<file path="src/rtl/gpio_serial_rtc_port_macros.svh">
// Assertion helpers shared by the port RTL.
`ifndef GPIO_SERIAL_RTC_PORT_MACROS_SVH
`define GPIO_SERIAL_RTC_PORT_MACROS_SVH

// Same-cycle implication, disabled during reset.
`define GSRP_ASSERT_SAME(label, clk, rst, ante, cons, msg) \
  label: assert property (@(posedge clk) disable iff (rst) (ante) |-> (cons)) \
    else $error(msg);

// Next-cycle implication, disabled during reset.
`define GSRP_ASSERT_NEXT(label, clk, rst, ante, cons, msg) \
  label: assert property (@(posedge clk) disable iff (rst) (ante) |=> (cons)) \
    else $error(msg);

`endif

</file>
<file path="src/rtl/gsrp_pkg.sv">
`default_nettype none
package gsrp_pkg;

  // Bus write kinds
  localparam logic [1:0] KIND_DATA = 2'd0;
  localparam logic [1:0] KIND_DIR  = 2'd1;
  localparam logic [1:0] KIND_CTRL = 2'd2;

  // Pin assignment of the serial clock
  localparam int PIN_SCK = 0;
  localparam int PIN_SIO = 1;
  localparam int PIN_CS  = 2;
  localparam logic [3:0] SIO_MASK = 4'(1) << PIN_SIO;

  // Clock commands
  localparam logic [2:0] CMD_RESET     = 3'd0;
  localparam logic [2:0] CMD_DATETIME  = 3'd2;
  localparam logic [2:0] CMD_FORCE_IRQ = 3'd3;
  localparam logic [2:0] CMD_CONTROL   = 3'd4;
  localparam logic [2:0] CMD_TIME      = 3'd6;
  localparam logic [3:0] CMD_SIGNATURE = 4'h6;

  localparam logic [7:0] RTC_CTRL_RESET   = 8'h40;
  localparam int         RTC_CTRL_24H_BIT = 6;
  localparam logic [7:0] READ_FILL        = 8'hFF;
  localparam logic [6:0] YEAR_MAX         = 7'd99;
  localparam int         SNAP_BYTES       = 7;

  typedef struct packed {
    logic [1:0] kind;
    logic [3:0] pin_value;
    logic [6:0] clock_year;
    logic [3:0] clock_month;
    logic [4:0] clock_day;
    logic [2:0] clock_weekday;
    logic [4:0] clock_hour;
    logic [5:0] clock_minute;
    logic [5:0] clock_second;
  } gsrp_item_t;

  typedef struct packed {
    logic [3:0] data_view;
    logic [3:0] direction_view;
    logic       control_view;
  } gsrp_view_t;

  typedef logic [SNAP_BYTES-1:0][7:0] gsrp_snap_t;

  // Data bytes that follow each command
  function automatic logic [2:0] cmd_byte_count(input logic [2:0] cmd);
    logic [2:0] cnt;
    case (cmd)
      CMD_DATETIME: cnt = 3'd7;
      CMD_CONTROL:  cnt = 3'd1;
      CMD_TIME:     cnt = 3'd3;
      default:      cnt = 3'd0;
    endcase
    return cnt;
  endfunction

  // Binary to two BCD digits; divide by ten via 205/2048 (exact below 180)
  function automatic logic [7:0] to_bcd(input logic [6:0] v);
    logic [14:0] prod;
    logic [3:0]  tens;
    logic [6:0]  ones;
    prod = 15'(v) * 15'd205;
    tens = prod[14:11];
    ones = v - 7'(7'(tens) * 7'd10);
    return {tens, ones[3:0]};
  endfunction

endpackage
`default_nettype wire

</file>
<file path="src/rtl/gsrp_wr_if.sv">
`default_nettype none
interface gsrp_wr_if;
  logic       valid;
  logic       ready;
  logic [1:0] kind;
  logic [3:0] pin_value;
  logic [6:0] clock_year;
  logic [3:0] clock_month;
  logic [4:0] clock_day;
  logic [2:0] clock_weekday;
  logic [4:0] clock_hour;
  logic [5:0] clock_minute;
  logic [5:0] clock_second;

  modport source (
    output valid, kind, pin_value, clock_year, clock_month, clock_day,
           clock_weekday, clock_hour, clock_minute, clock_second,
    input  ready
  );
  modport sink (
    input  valid, kind, pin_value, clock_year, clock_month, clock_day,
           clock_weekday, clock_hour, clock_minute, clock_second,
    output ready
  );
endinterface
`default_nettype wire

</file>
<file path="src/rtl/gsrp_view_if.sv">
`default_nettype none
interface gsrp_view_if;
  logic       valid;
  logic       ready;
  logic [3:0] data_view;
  logic [3:0] direction_view;
  logic       control_view;

  modport source (
    output valid, data_view, direction_view, control_view,
    input  ready
  );
  modport sink (
    input  valid, data_view, direction_view, control_view,
    output ready
  );
endinterface
`default_nettype wire

</file>
<file path="src/rtl/gpio_serial_rtc_port.sv">
// GPIO port with serial RTC: bus-write side and view side.
//
// bus_wr (sink): one transfer per bus write to the port. kind selects the
// data, direction or control register; pin_value is the written value; the
// clock_* fields carry the current binary time, sampled when the command
// byte of a command that snapshots the time is received.
// port_view (source): one transfer per bus write, carrying the port
// registers as the bus reads them after that write (all zero while the
// port is not readable).
//
// Path: a bus_wr transfer passes the input register, then the protocol
// step and the view register, before port_view goes valid.
// Throughput: one write per cycle while port_view is not held; the protocol
// step is a single pass of shallow logic on the protocol registers.
// Reset: rst (synchronous) returns the pins, counters and RTC control
// (24-hour mode) to power-up values at once; no clearing pass.
// Stall: while port_view is held, one more write is taken into the input
// register, then bus_wr.ready drops until the view transfer completes.
`default_nettype none
module gpio_serial_rtc_port (
  input logic        clk,
  input logic        rst,
  gsrp_wr_if.sink    bus_wr,
  gsrp_view_if.source port_view
);
  import gsrp_pkg::*;
`include "gpio_serial_rtc_port_macros.svh"

  gsrp_item_t item_q;
  logic       item_valid;
  gsrp_view_t view_q;
  gsrp_view_t view_next;
  logic       view_valid;
  logic       advance;

  // Item moves to the view register when that register is free or drains
  assign advance      = item_valid && (!view_valid || port_view.ready);
  assign bus_wr.ready = !item_valid || advance;

  // Stage control
  always_ff @(posedge clk) begin
    if (rst) begin
      item_valid <= 1'b0;
      view_valid <= 1'b0;
    end else begin
      if (bus_wr.ready) begin
        item_valid <= bus_wr.valid;
      end
      if (advance) begin
        view_valid <= 1'b1;
      end else if (port_view.ready) begin
        view_valid <= 1'b0;
      end
    end
  end

  // Input register
  always_ff @(posedge clk) begin
    if (bus_wr.valid && bus_wr.ready) begin
      item_q <= '{kind: bus_wr.kind,
                  pin_value: bus_wr.pin_value,
                  clock_year: bus_wr.clock_year,
                  clock_month: bus_wr.clock_month,
                  clock_day: bus_wr.clock_day,
                  clock_weekday: bus_wr.clock_weekday,
                  clock_hour: bus_wr.clock_hour,
                  clock_minute: bus_wr.clock_minute,
                  clock_second: bus_wr.clock_second};
    end
  end

  gsrp_rtc_core u_core (
    .clk       (clk),
    .rst       (rst),
    .fire      (advance),
    .item      (item_q),
    .view_next (view_next)
  );

  // View register
  always_ff @(posedge clk) begin
    if (advance) begin
      view_q <= view_next;
    end
  end

  assign port_view.valid          = view_valid;
  assign port_view.data_view      = view_q.data_view;
  assign port_view.direction_view = view_q.direction_view;
  assign port_view.control_view   = view_q.control_view;

  `GSRP_ASSERT_SAME(a_ready_when_empty, clk, rst, !view_valid, bus_wr.ready,
    "write side stalled with empty view register")
  `GSRP_ASSERT_NEXT(a_item_held, clk, rst, item_valid && !advance, item_valid,
    "pending write lost from input register")
  `GSRP_ASSERT_NEXT(a_view_follows, clk, rst, advance, view_valid,
    "stepped write produced no view")

endmodule
`default_nettype wire

</file>
<file path="src/rtl/gsrp_snap_conv.sv">
`default_nettype none
module gsrp_snap_conv (
  input  gsrp_pkg::gsrp_item_t item,
  input  logic                 twelve_hour,
  output gsrp_pkg::gsrp_snap_t snap
);
  import gsrp_pkg::*;

  logic [6:0] year_clamped;
  logic [4:0] hour_folded;

  // Year clamp and optional 12-hour fold (no PM flag)
  always_comb begin
    year_clamped = (item.clock_year > YEAR_MAX) ? YEAR_MAX : item.clock_year;
    priority if (twelve_hour && item.clock_hour >= 5'd24) begin
      hour_folded = item.clock_hour - 5'd24;
    end else if (twelve_hour && item.clock_hour >= 5'd12) begin
      hour_folded = item.clock_hour - 5'd12;
    end else begin
      hour_folded = item.clock_hour;
    end
  end

  // BCD bytes in clock readout order
  assign snap[0] = to_bcd(year_clamped);
  assign snap[1] = to_bcd(7'(item.clock_month));
  assign snap[2] = to_bcd(7'(item.clock_day));
  assign snap[3] = to_bcd(7'(item.clock_weekday));
  assign snap[4] = to_bcd(7'(hour_folded));
  assign snap[5] = to_bcd(7'(item.clock_minute));
  assign snap[6] = to_bcd(7'(item.clock_second));

endmodule
`default_nettype wire

</file>
<file path="src/rtl/gsrp_rtc_core.sv">
`default_nettype none
module gsrp_rtc_core (
  input  logic                 clk,
  input  logic                 rst,
  input  logic                 fire,
  input  gsrp_pkg::gsrp_item_t item,
  output gsrp_pkg::gsrp_view_t view_next
);
  import gsrp_pkg::*;
`include "gpio_serial_rtc_port_macros.svh"

  // Port and clock state
  logic [3:0] pin_state, pin_state_next;
  logic [3:0] pin_direction, pin_direction_next;
  logic [3:0] output_latch, output_latch_next;
  logic       readable_flag, readable_flag_next;
  logic [7:0] shift_bits, shift_bits_next;
  logic [2:0] bit_count, bit_count_next;
  logic [2:0] bytes_left, bytes_left_next;
  logic [2:0] active_command, active_command_next;
  logic       command_busy, command_busy_next;
  logic       read_mode, read_mode_next;
  logic       sck_previous, sck_previous_next;
  logic       sio_drive, sio_drive_next;
  logic [7:0] rtc_control_reg, rtc_control_reg_next;
  gsrp_snap_t time_snapshot, time_snapshot_next;

  gsrp_snap_t snap_fresh;
  logic [3:0] merged;
  logic [3:0] drive;
  logic       cs, sck, sio;
  logic [7:0] read_byte;
  logic [2:0] bit_count_inc;
  logic [2:0] bytes_dec;
  logic [2:0] new_command;

  gsrp_snap_conv u_conv (
    .item        (item),
    .twelve_hour (!rtc_control_reg[RTC_CTRL_24H_BIT]),
    .snap        (snap_fresh)
  );

  // Byte the clock sends in the read phase
  always_comb begin
    priority if (active_command == CMD_CONTROL) begin
      read_byte = rtc_control_reg;
    end else if (active_command == CMD_DATETIME && bytes_left != 3'd0) begin
      read_byte = time_snapshot[3'(SNAP_BYTES) - bytes_left];
    end else if (active_command == CMD_TIME && bytes_left != 3'd0 &&
                 bytes_left <= 3'd3) begin
      read_byte = time_snapshot[3'(SNAP_BYTES) - bytes_left];
    end else begin
      read_byte = READ_FILL;
    end
  end

  assign bit_count_inc = bit_count + 3'd1;
  assign bytes_dec     = (bytes_left != 3'd0) ? bytes_left - 3'd1 : 3'd0;
  assign new_command   = shift_bits[6:4];

  // Pin merge and one step of the serial protocol per data or direction write; control writes set the readable flag
  always_comb begin
    pin_state_next       = pin_state;
    pin_direction_next   = pin_direction;
    output_latch_next    = output_latch;
    readable_flag_next   = readable_flag;
    shift_bits_next      = shift_bits;
    bit_count_next       = bit_count;
    bytes_left_next      = bytes_left;
    active_command_next  = active_command;
    command_busy_next    = command_busy;
    read_mode_next       = read_mode;
    sck_previous_next    = sck_previous;
    sio_drive_next       = sio_drive;
    rtc_control_reg_next = rtc_control_reg;
    time_snapshot_next   = time_snapshot;
    merged               = '0;
    drive                = '0;
    cs                   = 1'b0;
    sck                  = 1'b0;
    sio                  = 1'b0;

    if (fire) begin
      unique case (item.kind)
        KIND_DATA, KIND_DIR: begin
          if (item.kind == KIND_DATA) begin
            output_latch_next = item.pin_value;
          end else begin
            pin_direction_next = item.pin_value;
          end
          merged = (output_latch_next & pin_direction_next) |
                   (pin_state & ~pin_direction_next);
          drive  = merged & SIO_MASK;
          cs     = merged[PIN_CS];
          sck    = merged[PIN_SCK];
          sio    = merged[PIN_SIO];

          if (!cs) begin
            // chip deselected: protocol back to idle, SIO pulled high
            bit_count_next      = '0;
            bytes_left_next     = '0;
            command_busy_next   = 1'b0;
            active_command_next = CMD_RESET;
            sio_drive_next      = 1'b1;
            drive               = SIO_MASK;
          end else if (!command_busy || !read_mode) begin
            // command or write-data phase
            if (!sck) begin
              shift_bits_next[bit_count] = sio;
            end else if (!sck_previous) begin
              if (bit_count == 3'd7) begin
                bit_count_next  = '0;
                shift_bits_next = '0;
                if (!command_busy) begin
                  if (shift_bits[3:0] == CMD_SIGNATURE) begin
                    active_command_next = new_command;
                    read_mode_next      = shift_bits[7];
                    bytes_left_next     = cmd_byte_count(new_command);
                    command_busy_next   = (cmd_byte_count(new_command) != 3'd0);
                    if (new_command == CMD_RESET) begin
                      rtc_control_reg_next = '0;
                    end
                    if (new_command == CMD_DATETIME || new_command == CMD_TIME) begin
                      time_snapshot_next = snap_fresh;
                    end
                  end
                end else begin
                  if (active_command == CMD_CONTROL) begin
                    rtc_control_reg_next = shift_bits;
                  end
                  bytes_left_next   = bytes_dec;
                  command_busy_next = (bytes_dec != 3'd0);
                end
              end else begin
                bit_count_next = bit_count_inc;
              end
            end
          end else begin
            // read phase: next bit out on falling SCK
            if (sck_previous && !sck) begin
              sio_drive_next = read_byte[bit_count];
              if (bit_count == 3'd7) begin
                bit_count_next    = '0;
                bytes_left_next   = bytes_dec;
                command_busy_next = (bytes_dec != 3'd0);
              end else begin
                bit_count_next = bit_count_inc;
              end
            end
            drive = sio_drive_next ? SIO_MASK : 4'd0;
          end

          sck_previous_next = sck;
          pin_state_next    = (merged & pin_direction_next) |
                              (drive & ~pin_direction_next);
        end
        KIND_CTRL: begin
          readable_flag_next = item.pin_value[0];
        end
        default: begin
        end
      endcase
    end
  end

  // Bus view after this transfer
  always_comb begin
    if (readable_flag_next) begin
      view_next = '{data_view: pin_state_next,
                    direction_view: pin_direction_next,
                    control_view: 1'b1};
    end else begin
      view_next = '0;
    end
  end

  // State registers
  always_ff @(posedge clk) begin
    if (rst) begin
      pin_state       <= '0;
      pin_direction   <= '0;
      output_latch    <= '0;
      readable_flag   <= 1'b0;
      shift_bits      <= '0;
      bit_count       <= '0;
      bytes_left      <= '0;
      active_command  <= CMD_RESET;
      command_busy    <= 1'b0;
      read_mode       <= 1'b0;
      sck_previous    <= 1'b1;
      sio_drive       <= 1'b1;
      rtc_control_reg <= RTC_CTRL_RESET;
      time_snapshot   <= '0;
    end else if (fire) begin
      pin_state       <= pin_state_next;
      pin_direction   <= pin_direction_next;
      output_latch    <= output_latch_next;
      readable_flag   <= readable_flag_next;
      shift_bits      <= shift_bits_next;
      bit_count       <= bit_count_next;
      bytes_left      <= bytes_left_next;
      active_command  <= active_command_next;
      command_busy    <= command_busy_next;
      read_mode       <= read_mode_next;
      sck_previous    <= sck_previous_next;
      sio_drive       <= sio_drive_next;
      rtc_control_reg <= rtc_control_reg_next;
      time_snapshot   <= time_snapshot_next;
    end
  end

  `GSRP_ASSERT_SAME(a_busy_has_bytes, clk, rst, command_busy, bytes_left != 3'd0,
    "busy command with no bytes left")
  `GSRP_ASSERT_NEXT(a_cs_low_idles, clk, rst,
    fire && (item.kind == KIND_DATA || item.kind == KIND_DIR) && !merged[PIN_CS],
    bit_count == 3'd0 && !command_busy && sio_drive,
    "chip deselect did not idle the protocol")
  `GSRP_ASSERT_NEXT(a_ctrl_keeps_pins, clk, rst, fire && item.kind == KIND_CTRL,
    $stable(pin_state) && $stable(bit_count) && $stable(command_busy),
    "control write disturbed pin or protocol state")

endmodule
`default_nettype wire
</file>
<file path="src/flat_wrapper.sv">
// flat-port wrapper written by rule: the top's interface ports become plain ports
module gpio_serial_rtc_port_flat import gsrp_pkg::*;
  (clk, rst, bus_wr_valid, bus_wr_kind, bus_wr_pin_value, bus_wr_clock_year, bus_wr_clock_month, bus_wr_clock_day, bus_wr_clock_weekday, bus_wr_clock_hour, bus_wr_clock_minute, bus_wr_clock_second, bus_wr_ready, port_view_valid, port_view_data_view, port_view_direction_view, port_view_control_view, port_view_ready);
  gsrp_wr_if bus_wr_i ();
  gsrp_view_if port_view_i ();
  input logic clk;
  input logic rst;
  input wire logic [$bits(bus_wr_i.valid)-1:0] bus_wr_valid;
  input wire logic [$bits(bus_wr_i.kind)-1:0] bus_wr_kind;
  input wire logic [$bits(bus_wr_i.pin_value)-1:0] bus_wr_pin_value;
  input wire logic [$bits(bus_wr_i.clock_year)-1:0] bus_wr_clock_year;
  input wire logic [$bits(bus_wr_i.clock_month)-1:0] bus_wr_clock_month;
  input wire logic [$bits(bus_wr_i.clock_day)-1:0] bus_wr_clock_day;
  input wire logic [$bits(bus_wr_i.clock_weekday)-1:0] bus_wr_clock_weekday;
  input wire logic [$bits(bus_wr_i.clock_hour)-1:0] bus_wr_clock_hour;
  input wire logic [$bits(bus_wr_i.clock_minute)-1:0] bus_wr_clock_minute;
  input wire logic [$bits(bus_wr_i.clock_second)-1:0] bus_wr_clock_second;
  output wire logic [$bits(bus_wr_i.ready)-1:0] bus_wr_ready;
  output wire logic [$bits(port_view_i.valid)-1:0] port_view_valid;
  output wire logic [$bits(port_view_i.data_view)-1:0] port_view_data_view;
  output wire logic [$bits(port_view_i.direction_view)-1:0] port_view_direction_view;
  output wire logic [$bits(port_view_i.control_view)-1:0] port_view_control_view;
  input wire logic [$bits(port_view_i.ready)-1:0] port_view_ready;
  assign bus_wr_i.valid = bus_wr_valid;
  assign bus_wr_i.kind = bus_wr_kind;
  assign bus_wr_i.pin_value = bus_wr_pin_value;
  assign bus_wr_i.clock_year = bus_wr_clock_year;
  assign bus_wr_i.clock_month = bus_wr_clock_month;
  assign bus_wr_i.clock_day = bus_wr_clock_day;
  assign bus_wr_i.clock_weekday = bus_wr_clock_weekday;
  assign bus_wr_i.clock_hour = bus_wr_clock_hour;
  assign bus_wr_i.clock_minute = bus_wr_clock_minute;
  assign bus_wr_i.clock_second = bus_wr_clock_second;
  assign bus_wr_ready = bus_wr_i.ready;
  assign port_view_valid = port_view_i.valid;
  assign port_view_data_view = port_view_i.data_view;
  assign port_view_direction_view = port_view_i.direction_view;
  assign port_view_control_view = port_view_i.control_view;
  assign port_view_i.ready = port_view_ready;
  gpio_serial_rtc_port u_core (.clk(clk), .rst(rst), .bus_wr(bus_wr_i), .port_view(port_view_i));
endmodule
</file>
<file path="config.mk">
export PLATFORM = sky130hd
export DESIGN_NAME = gpio_serial_rtc_port_flat
export DESIGN_NICKNAME = d
export VERILOG_FILES = /design/src/rtl/gsrp_pkg.sv /design/src/rtl/gsrp_wr_if.sv /design/src/rtl/gsrp_view_if.sv /design/src/rtl/gpio_serial_rtc_port.sv /design/src/rtl/gsrp_snap_conv.sv /design/src/rtl/gsrp_rtc_core.sv /design/src/flat_wrapper.sv
export VERILOG_INCLUDE_DIRS = /design/src /design/src/rtl
export SDC_FILE = /design/constraint.sdc
export NUM_CORES = 1
export LEC_CHECK = 0
export ABC_AREA = 1
export ABC_CLOCK_PERIOD_IN_PS = 7800
export BUFFER_PORTS_ARGS = -buffer_cell sky130_fd_sc_hd__buf_2
export CAP_MARGIN = 40
export CORE_MARGIN = 2
export CORE_UTILIZATION = 54
export CTS_BUF_LIST = sky130_fd_sc_hd__clkbuf_8
export DETAILED_ROUTE_END_ITERATION = 12
export GPL_ROUTABILITY_DRIVEN = 0
export GPL_TIMING_DRIVEN = 0
export PLACE_DENSITY_LB_ADDON = 0.15
export RECOVER_POWER = 50
export REMOVE_ABC_BUFFERS = 1
export SYNTH_ARGS = -nofsm -noshare
export SYNTH_HDL_FRONTEND = slang
export SYNTH_HIERARCHICAL = 1
export SYNTH_SLANG_ARGS = --single-unit
</file>
<file path="constraint.sdc">
create_clock -name clk -period 7.8 [get_ports clk]
set_clock_uncertainty 0.1 [all_clocks]
set_input_delay 1.56 -clock clk [delete_from_list [all_inputs] [get_ports clk]]
set_output_delay 1.56 -clock clk [all_outputs]
set_load 0.01 [all_outputs]
</file>
# Yosys cells after proc, flatten, opt, wreduce, memory -nomap -nowiden
# Cells that the tools add are included.
# word_totals
reg_bits,137
in_bits,46
word_cells,221
# op_classes
addsub,11
n_mul,12
magnitude_cmp,7
eq_ne,24
n_mux,86
bitwise,9
n_reduce_logical,38
# ops
cell,count
$mux 3,31
$mux 8,11
$mux 4,10
$mul 6x8->14 const B,2
$mul 5x8->13 const B,2
$bmux 8 s3,1
$sub 4x4->4,6
$mux 1,23
$reduce_and 10->1,2
$and 4x4->4,4
$eq 3x3->1 const B,5
$mul 7x8->15 const B,1
$mul 4x8->12 const B,1
$reduce_and 6->1,2
$mux 5,2
$ne 2x1->1 const B,5
$ne 2x2->1 const B,5
$logic_and 1x1->1,9
$pmux 3 s3,1
$reduce_and 9->1,1
$reduce_bool 3->1,3
$bwmux 8,1
$lt 3x4->1 const B,2
$or 4x4->4,2
38 further kinds,55

# Longest topological paths before layout
# logic_depth
word_depth,22
depth_mapped,32
ltp_nobuf,32

# Hierarchy
# The synthesis kept the hierarchy.
# modules_own_cells
mod,n_inst,cells_per_inst,area_each_um2
gsrp_rtc_core,1,726,4844.6
gsrp_snap_conv,1,545,4199.0
gpio_serial_rtc_port,1,63,1622.8

# Least setup slack after synthesis
# OpenSTA, ideal clock, no wires.
# synth_timing
path_type,flip-flop to flip-flop
from,reg u_core/item_q[16] (netlist bit)
to,reg u_core/u_core/time_snapshot[35] (netlist bit)
setup_ns,0.119
arrival_ns,4.591
required_ns,7.581
setup_slack_ns,2.989
path_stages_with_launch,30
n_path_buf,0
cell_sequence,edfxtp_1 inv_1 ha_1 a21oi_1 a21boi_2 inv_1 or2_2 xor2_1 nand2_1 o21ai_0 ha_1 ha_1 inv_1 fa_1 inv_1 ha_1 nand2_1 nor3_1 nand2_2 nand2_2 nand2_1 xor2_1 fa_1 nand3b_1 nand2_1 nand3_1 nand2_1 inv_1 o21ai_0 a21oi_1
# synth_lines
element,line,rtl
from (decl),gpio_serial_rtc_port.sv:29,gsrp_item_t item_q;
from (signal assigned),gpio_serial_rtc_port.sv:60,"item_q <= '{kind: bus_wr.kind,"
to (signal assigned),gsrp_rtc_core.sv:208,time_snapshot <= time_snapshot_next;
to (decl),gsrp_rtc_core.sv:26,"gsrp_snap_t time_snapshot, time_snapshot_next;"

==> metrics.md <==
| Metric | Value |
|---|---|
| Status | `finished with violations` |
| Failing checks | `capacitance limit, slew limit` |
| Max reg flops | `between 50 and 60` |
| Die area | `between 0.02 and 0.025 mm^2` |
| GRT Resource Usage Total | `between 20% and 30%` |
| Worst setup path category | `reg -> reg` |
| Unrepaired setup endpoints after global routing | `false` |
| Netlist cell types | `between 40 and 50` |
| FF-to-FF End | `u_core/u_core/time_snapshot[35]$_SDFFE_PP0P_` |
| Drt pass-1 iters | `5` |
| Initial Util | `55.0%` |
| Buf/Inv on CP | `6` |
| Maximum vdd drop | `0.121 mV` |
| WL final | `between 20 and 25 mm` |
| Worst Hold Launch | `u_core/u_core/rtc_control_reg[4]$_SDFFE_PP0P_` |
| 1st-iter DRT viols | `~310` |
| Number of standard cells after synthesis | `between 1,000 and 1,500` |
| Largest registers | `u_core/u_core/time_snapshot (56), u_core/item_q (42)` |
| Leak | `~5.5 nW` |
| Design area | `roughly 0.011 mm^2` |
| Clock sink total | `~150` |
| Synth Flop Type | `dfxtp_1` |
| Most frequent CP cell | `inv_1` |
| Pwr/cell area | `180 mW/mm^2` |
| Post-Syn Area per Cell | `8.00 um^2` |
| Layout Cells excl Fill | `1,641` |
| Area Growth Syn to Fin | `6.54%` |
| DR vias | `approximately 8,000` |
| Sequential fraction of the synthesis area | `33.1%` |
| Maxcap violations | `1` |
| Initial antenna violation count | `0` |
| Largest net degree at the start of global routing | `49` |
| TritonCTS clock tree | `done` |
| CP Max Fanout | `3` |
| Crit-path slowest cell | `fa_1` |
| Cell area after synthesis | `0.0107 mm^2` |
| Ranking of synthesized cells by area | `dfxtp_1 19%, ha_1 17%, edfxtp_1 14%, inv_1 7.6%, nand2_1 6.9%` |
| Synth warn | `6` |
| Asr flop ratio synth | `0%` |
| # IOs | `57` |
| Number of global-route vias before repair | `7,878` |
| Worst setup EP type | `flip-flop` |
| HP Class | `reg -> reg` |
| Worst reg-to-reg path cell count | `30` |
| Cts hold-fix bufs | `0` |
| IO buf count | `between 50 and 60` |
| Reg-to-reg critical path startpoint | `u_core/item_q[16]$_DFFE_PP_` |
| Post-DRT Antenna Nets | `0` |
| CP required | `just over 8 ns` |
| Final setup fails | `0` |
| Clk pin slew, worst setup/hold paths | `approximately 0.09 ns` |
| Final Util | `about three fifths` |
| H-tree Lvls | `4` |
| First-pass GRT wire length | `35.4 mm` |
| Max_slew headroom | `-41.4%` |
| #FFs+latches synth | `151` |
| EDFF count, synth | `just over 50` |
| Inserted Clock Buffers | `17` |
| Worst hold path depth | `2` |
| CTS Buffer Depth | `2` |
| Row count | `51` |
| Fin crit share | `about two thirds` |
| Worst-margin pin slew | `2.12 ns` |
| Worst path max stage delay | `approximately 0.47 ns` |
| Power Total | `between 0.002 and 0.0025 W` |
| Placed Area | `about 0.011 mm^2` |
| Die Y | `~140 um` |
| Min Tclk post-route | `between 5 and 6 ns` |
| Slew Viols, Final | `37` |
| Drt drc | `0` |
| Critical Path AT | `5.53 ns` |
| CTS resizes | `0` |
| GRT overflow | `0` |
| Hpwl dp | `around 15 mm` |
| Hold Vio Cnt, Final | `0` |
| Largest reg by FF count | `u_core/u_core/time_snapshot` |
| Max Fclk | `~190 MHz` |
| Antenna cell count | `0` |
| Hold Path End | `u_core/u_core/rtc_control_reg[4]$_SDFFE_PP0P_` |
| Nets | `1,587` |
| TNS Setup | `0 ns` |
| CP Launch Type | `flip-flop` |
| Setup slack, reg-to-reg | `about 2.5 ns` |
| Postcts setup bufs | `0` |
| Share of cells above drive strength 1 | `a little under a tenth` |
| Root Driver | `clkbuf_8` |
| Dpl cells | `1,609` |
| Yosys top cell by area | `dfxtp_1` |
| Via/cell ratio | `about 5` |
| Die W | `~140 um` |
| Family with the most delay on the worst path | `adder cells` |
| Yosys top cell area share | `18.8%` |
| Instance count on the critical path | `30` |
| Core area | `0.0194 mm^2` |
| Avg WL per Cell | `~12 um` |
| Skew-Pair Late Insertion Delay | `0.46 ns` |
[cells by family (layout without fill, tap and decap cells)]
| group | Yosys count | count (layout) | synth area share (%) |
|---|---|---|---|
| flip-flops | 151 | 151 | 33.1 |
| multiplexers | 1 | 1 | 0.0938 |
| buffers and inverters | 289 | 318 | 11.7 |
| AO/OA/AOI/OAI | 216 | 216 | 11.0 |
| XOR/XNOR | 20 | 20 | 1.78 |
| other | 1 | 14 | 0.0352 |
| AND/OR/NAND/NOR | 478 | 478 | 19.3 |
| adder cells (fa/ha/maj) | 178 | 178 | 22.9 |
[cell usage after synthesis (9+ instances only)]
cell      instances
inv_1           216
nand2_1         196
nor2_1          159
ha_1            149
dfxtp_1         100
o21ai_0          81
a21oi_1          76
nand3_1          58
edfxtp_1         51
fa_1             29
buf_4            25
o21ai_1          24
clkbuf_1         21
nand2_2          15
nor3_1           14
nand4_1          10
xnor2_1          10
or2_2             9
[power breakdown]
group | internal, W | switching (W) | leakage, nW
clock network | 0.000291 | 0.000323 | 0.205
registers | 0.000836 | 0.0000242 | 1.31
logic | 0.000230 | 0.000343 | 4.04
[stage by stage]
step / hold WS, ns / setup slack (ns)
after global placement: 0.342 / 1.97
final: 0.354 / 2.52
after detailed placement: 0.341 / 2.50
after floorplan: 0.326 / 2.95
after CTS: 0.356 / 2.48
after global routing: 0.381 / 2.08
[layout by cell type (no fill, tap or decap), drive strengths merged, types with 2 or more instances in the layout]
cell type and instances:
dfxtp 100, buf 47, bufinv 2, nand4 11, o21ai 109, edfxtp 51
clkbuf 30, a21o 6, o21a 2, conb 14, nand3 60, nor2 164
or2 10, fa 29, a31oi 7, nand3b 7, clkinv 8, ha 149
a21oi 77, a211oi 5, nor3 14, inv 230, o211ai 4, xor2 10
nand2 211, xnor2 10
[metal layers]
metal | GRT usage (%) | vias to the layer above | wire length, um
met2 | 35.1 | 115 | 9390
met3 | 4.04 | 26 | 585
met5 | 0 | - | 0
li1 | - | 4344 | -
met4 | 6.64 | 0 | 412
met1 | 27.9 | 3731 | 9900
[area by class of cell]
cell class	count	area, um^2
Sequential cell	151	3530
Multi-Input combinational cell	907	5930
Timing Repair Buffer	60	322
Inverter	226	850
Clock inverter	15	168
Tap cell	265	332
Clock buffer	17	234
Fill cell	1860	8030
[tightest hold or removal path: stages (launching register included)]
cell and delay (ns):
dfxtp_1 0.31, inv_1 0.06, a21oi_1 0.05
[worst max-delay path by stage]
stage,from,endpoint,slack (ns)
after floorplan,u_core/item_q[16]$_DFFE_PP_,u_core/u_core/time_snapshot[35]$_SDFFE_PP0P_,2.95
after global placement,port_view_ready,u_core/u_core/time_snapshot[4]$_SDFFE_PP0P_,1.97
after detailed placement,u_core/item_q[16]$_DFFE_PP_,u_core/u_core/time_snapshot[35]$_SDFFE_PP0P_,2.50
after CTS,u_core/item_q[16]$_DFFE_PP_,u_core/u_core/time_snapshot[35]$_SDFFE_PP0P_,2.48
after global routing,u_core/item_q[16]$_DFFE_PP_,u_core/u_core/time_snapshot[35]$_SDFFE_PP0P_,2.08
final,u_core/item_q[16]$_DFFE_PP_,u_core/u_core/time_snapshot[35]$_SDFFE_PP0P_,2.52
(Power assumes the default switching activity.)
